[src/trht_ram.sv]
// ----------------------------------------------------------------------------
// trht_ram
// Generic single-port RAM with registered read data.
// ----------------------------------------------------------------------------
module trht_ram #(
  parameter int WIDTH = 8,
  parameter int DEPTH = 256
) (
  input  logic                     clk,
  input  logic                     we,
  input  logic [$clog2(DEPTH)-1:0] addr,
  input  logic [WIDTH-1:0]         wdata,
  output logic [WIDTH-1:0]         rdata
);

  logic [WIDTH-1:0] mem [DEPTH];
  logic [WIDTH-1:0] rdata_r;

  // Write port and registered read
  always_ff @(posedge clk) begin
    if (we) begin
      mem[addr] <= wdata;
    end
    rdata_r <= mem[addr];
  end

  assign rdata = rdata_r;

endmodule

[config.mk]
export PLATFORM = sky130hd
export DESIGN_NAME = trht_ram
export DESIGN_NICKNAME = d
export VERILOG_FILES = /design/src/trht_ram.sv
export SDC_FILE = /design/constraint.sdc
export NUM_CORES = 2
export LEC_CHECK = 0
export ABC_AREA = 1
export BUFFER_PORTS_ARGS = -buffer_cell sky130_fd_sc_hd__clkbuf_2
export CORE_UTILIZATION = 35
export DETAILED_ROUTE_END_ITERATION = 16
export PLACE_DENSITY_LB_ADDON = 0.3
export SYNTH_ARGS = -nofsm -noshare
export SYNTH_HDL_FRONTEND = slang
export SYNTH_SLANG_ARGS = --single-unit
[constraint.sdc]
create_clock -name clk -period 2.69 [get_ports clk]
set_input_delay 0.269 -clock clk [delete_from_list [all_inputs] [get_ports clk]]
set_output_delay 0.269 -clock clk [all_outputs]
set_load 0.05 [all_outputs]
==> flow_metrics.tcl <==
set metrics [dict create \
    report.final.slew_viol_count 0 \
    portBuffers 25 \
    layout_setup_ws_ps 288 \
    synth_cell_types 18 \
    synth.avg_cell_area_um2 10.6 \
    post_drt_wl_per_cell_um 20.8 \
    pwr_density_cell_mw_per_mm2 688 \
    drt_iter0_drc 5766 \
    die-area_mm2 0.244 \
    drive_above_1_share_pct 9.92 \
    grt_pass1_wl_um 361000 \
    p_leak_nw 39.5 \
    maxSlewHeadroom_pct 37.1 \
    synth_area_mm2 0.0849 \
    seq_area_mm2 0.0617 \
    antenna_found_initial 11 \
    outcome "completed" \
    hold_viol 0 \
    die_width_um 494 \
    gp_congestion 0.871 \
    io_pins 26 \
    first_pass_iters 6 \
    areaGrowthSynthToFinish_pct 16.8 \
    clkLatencyLatePin_ps 860 \
    dp_hpwl_um 148000 \
    maxCapViolations 0 \
    synthTopCellsByArea "edfxtp_1, nand2_1, nor2_1, nand3_1, buf_2" \
    wl_um 244000 \
    synthDominantCellAreaShare_pct 72.5 \
    setup_viol 0 \
    vias 57300 \
    place_inst 11300 \
    rows 180 \
    start_util_pct 35.2 \
    path_class "reg -> reg" \
    rsz0062_at_grt "false" \
    tightest_slew_ps 940 \
    yosysTopAreaCell "edfxtp_1" \
    die_h_um 494 \
    fin_crit_sh_pct 89.3 \
    fillers 22700 \
    post_drt_via_cell_ratio 4.88 \
    fin_skew_ps 46.7 \
    ys_ff_latch 2056 \
    num-nets-final 8390 \
    critPathMaxFanout 1 \
    timing.fmax_mhz 416 \
    overflow 0 \
    hold_path.class "in -> reg" \
    cts_tree "built" \
    synth-seq-area-share_pct 72.7 \
    multi_input_area_mm2 0.0213 \
    arrival_ps 3120 \
    worstSetupEndpointType "flop" \
    ys_warn_count 0 \
    post-place-ws_ps -289 \
    drc 0 \
    cp.required_ps 3410 \
    grt_max_degree 160 \
    root_buffer "clkbuf_16" \
    clk_pin_slew_ps 60 \
    fin_crit_ps 2400 \
    hold_slack_ps 254 \
    grt_pass1_vias 55600 \
    synth_cells 8021 \
    syn-num-nets 8039 \
    peakVddDrop_mv 0.743 \
    stdcell_count 11700 \
    setup_tns_ps 0 \
    grt.total_usage_pct 19.8 \
    cts.path.max_buffers 3 \
    numCtsBuffers 214 \
    core-area_mm2 0.241 \
    critPathLaunchType "flop" \
    cts.sinks 2056 \
    htreeDepth 4 \
    drtAntennaViolNets 0 \
]
-- metrics by stage --
step	instance area, um^2	power (mW)	util (%)
after floorplan	84900	38.1	-
after global placement	92300	40.3	38.3
after detailed placement	92300	40.3	38.3
after CTS	99100	68.7	41.2
after global routing	99100	70.2	41.2
final	99100	68.2	41.2
-- registers in the layout, summed over array words and instances (netlist names) --
register  flops
rdata         8
mem        2048
-- repair_timing --
action,4_1_cts,5_1_grt
endpoints found under the hold margin,235,0
buffers inserted,0,0
resized for setup,0,0
hold buffers,8,0
-- kinds of logic after synthesis --
| group | count (synthesis) | synth area share [%] |
|---|---|---|
| buffers and inverters | 452 | 2.36 |
| flip-flops | 2056 | 72.7 |
| AND/OR/NAND/NOR | 5321 | 23.8 |
| AO/OA/AOI/OAI | 192 | 1.13 |
-- placed cells by master, fill, tap and decap left out, types with 10 or more instances in the layout --
cell type | synthesis | routed
buf_8 | 0 | 10
clkinv_1 | 0 | 58
nand2_1 | 4770 | 4762
clkbuf_16 | 0 | 215
clkbuf_1 | 170 | 58
bufinv_16 | 0 | 13
o21ai_0 | 41 | 41
nand3_1 | 188 | 188
nor2_1 | 361 | 356
inv_1 | 31 | 29
clkinv_2 | 0 | 31
edfxtp_1 | 2048 | 2048
buf_4 | 6 | 429
a21oi_1 | 32 | 32
buf_12 | 0 | 90
clkbuf_2 | 0 | 15
o21ai_1 | 119 | 119
-- final timing paths --
kind / startpoint / endpoint / slack (ps) / depth (start not counted)
max: mem[66][4] / rdata[4] / 290 / 12
min: addr[6] / rdata[0] / 250 / 6
max reg2reg: mem[66][4] / rdata[4] / 290 / 12
min reg2reg: mem[239][5] / rdata[5] / 910 / 10
-- cell type report --
cell class | count | area share (%)
Clock inverter | 123 | 1.05
Inverter | 35 | 0.167
Sequential cell | 2056 | 62.2
Multi-Input combinational cell | 5513 | 21.4
Antenna cell | 3 | 0.00758
Timing Repair Buffer | 552 | 5.38
Clock buffer | 277 | 5.70
Tap cell | 3185 | 4.02
-- synth_stat cells, drive strengths merged --
master / instances
inv: 35
a21oi: 32
nand3: 188
nor2: 362
edfxtp: 2048
o21ai: 160
dfxtp: 8
clkbuf: 170
nand2: 4771
buf: 247
-- layer usage --
metal  wire [um]  track usage [%]
met2      113000             31.6
met3       18100             3.87
met5         160                0
met4        9660             7.94
met1      103000             26.6
-- power by group --
group	switching (mW)	internal, mW	leakage, nW
logic	3.16	1.09	17.7
clock network	12.5	16.1	3.25
registers	0.0831	35.3	18.5
total	15.7	52.5	39.5
-- worst max-delay path: stages, from the launching register on --
cell and delay (ps):
edfxtp_1 370, nand2_1 70, nand2_1 40, nand2_1 50, nand2_1 90, nand2_1 60
nand2_1 80, o21ai_1 490, nand2_1 180, nor2_1 140, nor2_1 50, nor2_1 550
nand2_1 110
No activity file was read; power rests on OpenSTA's default activity.
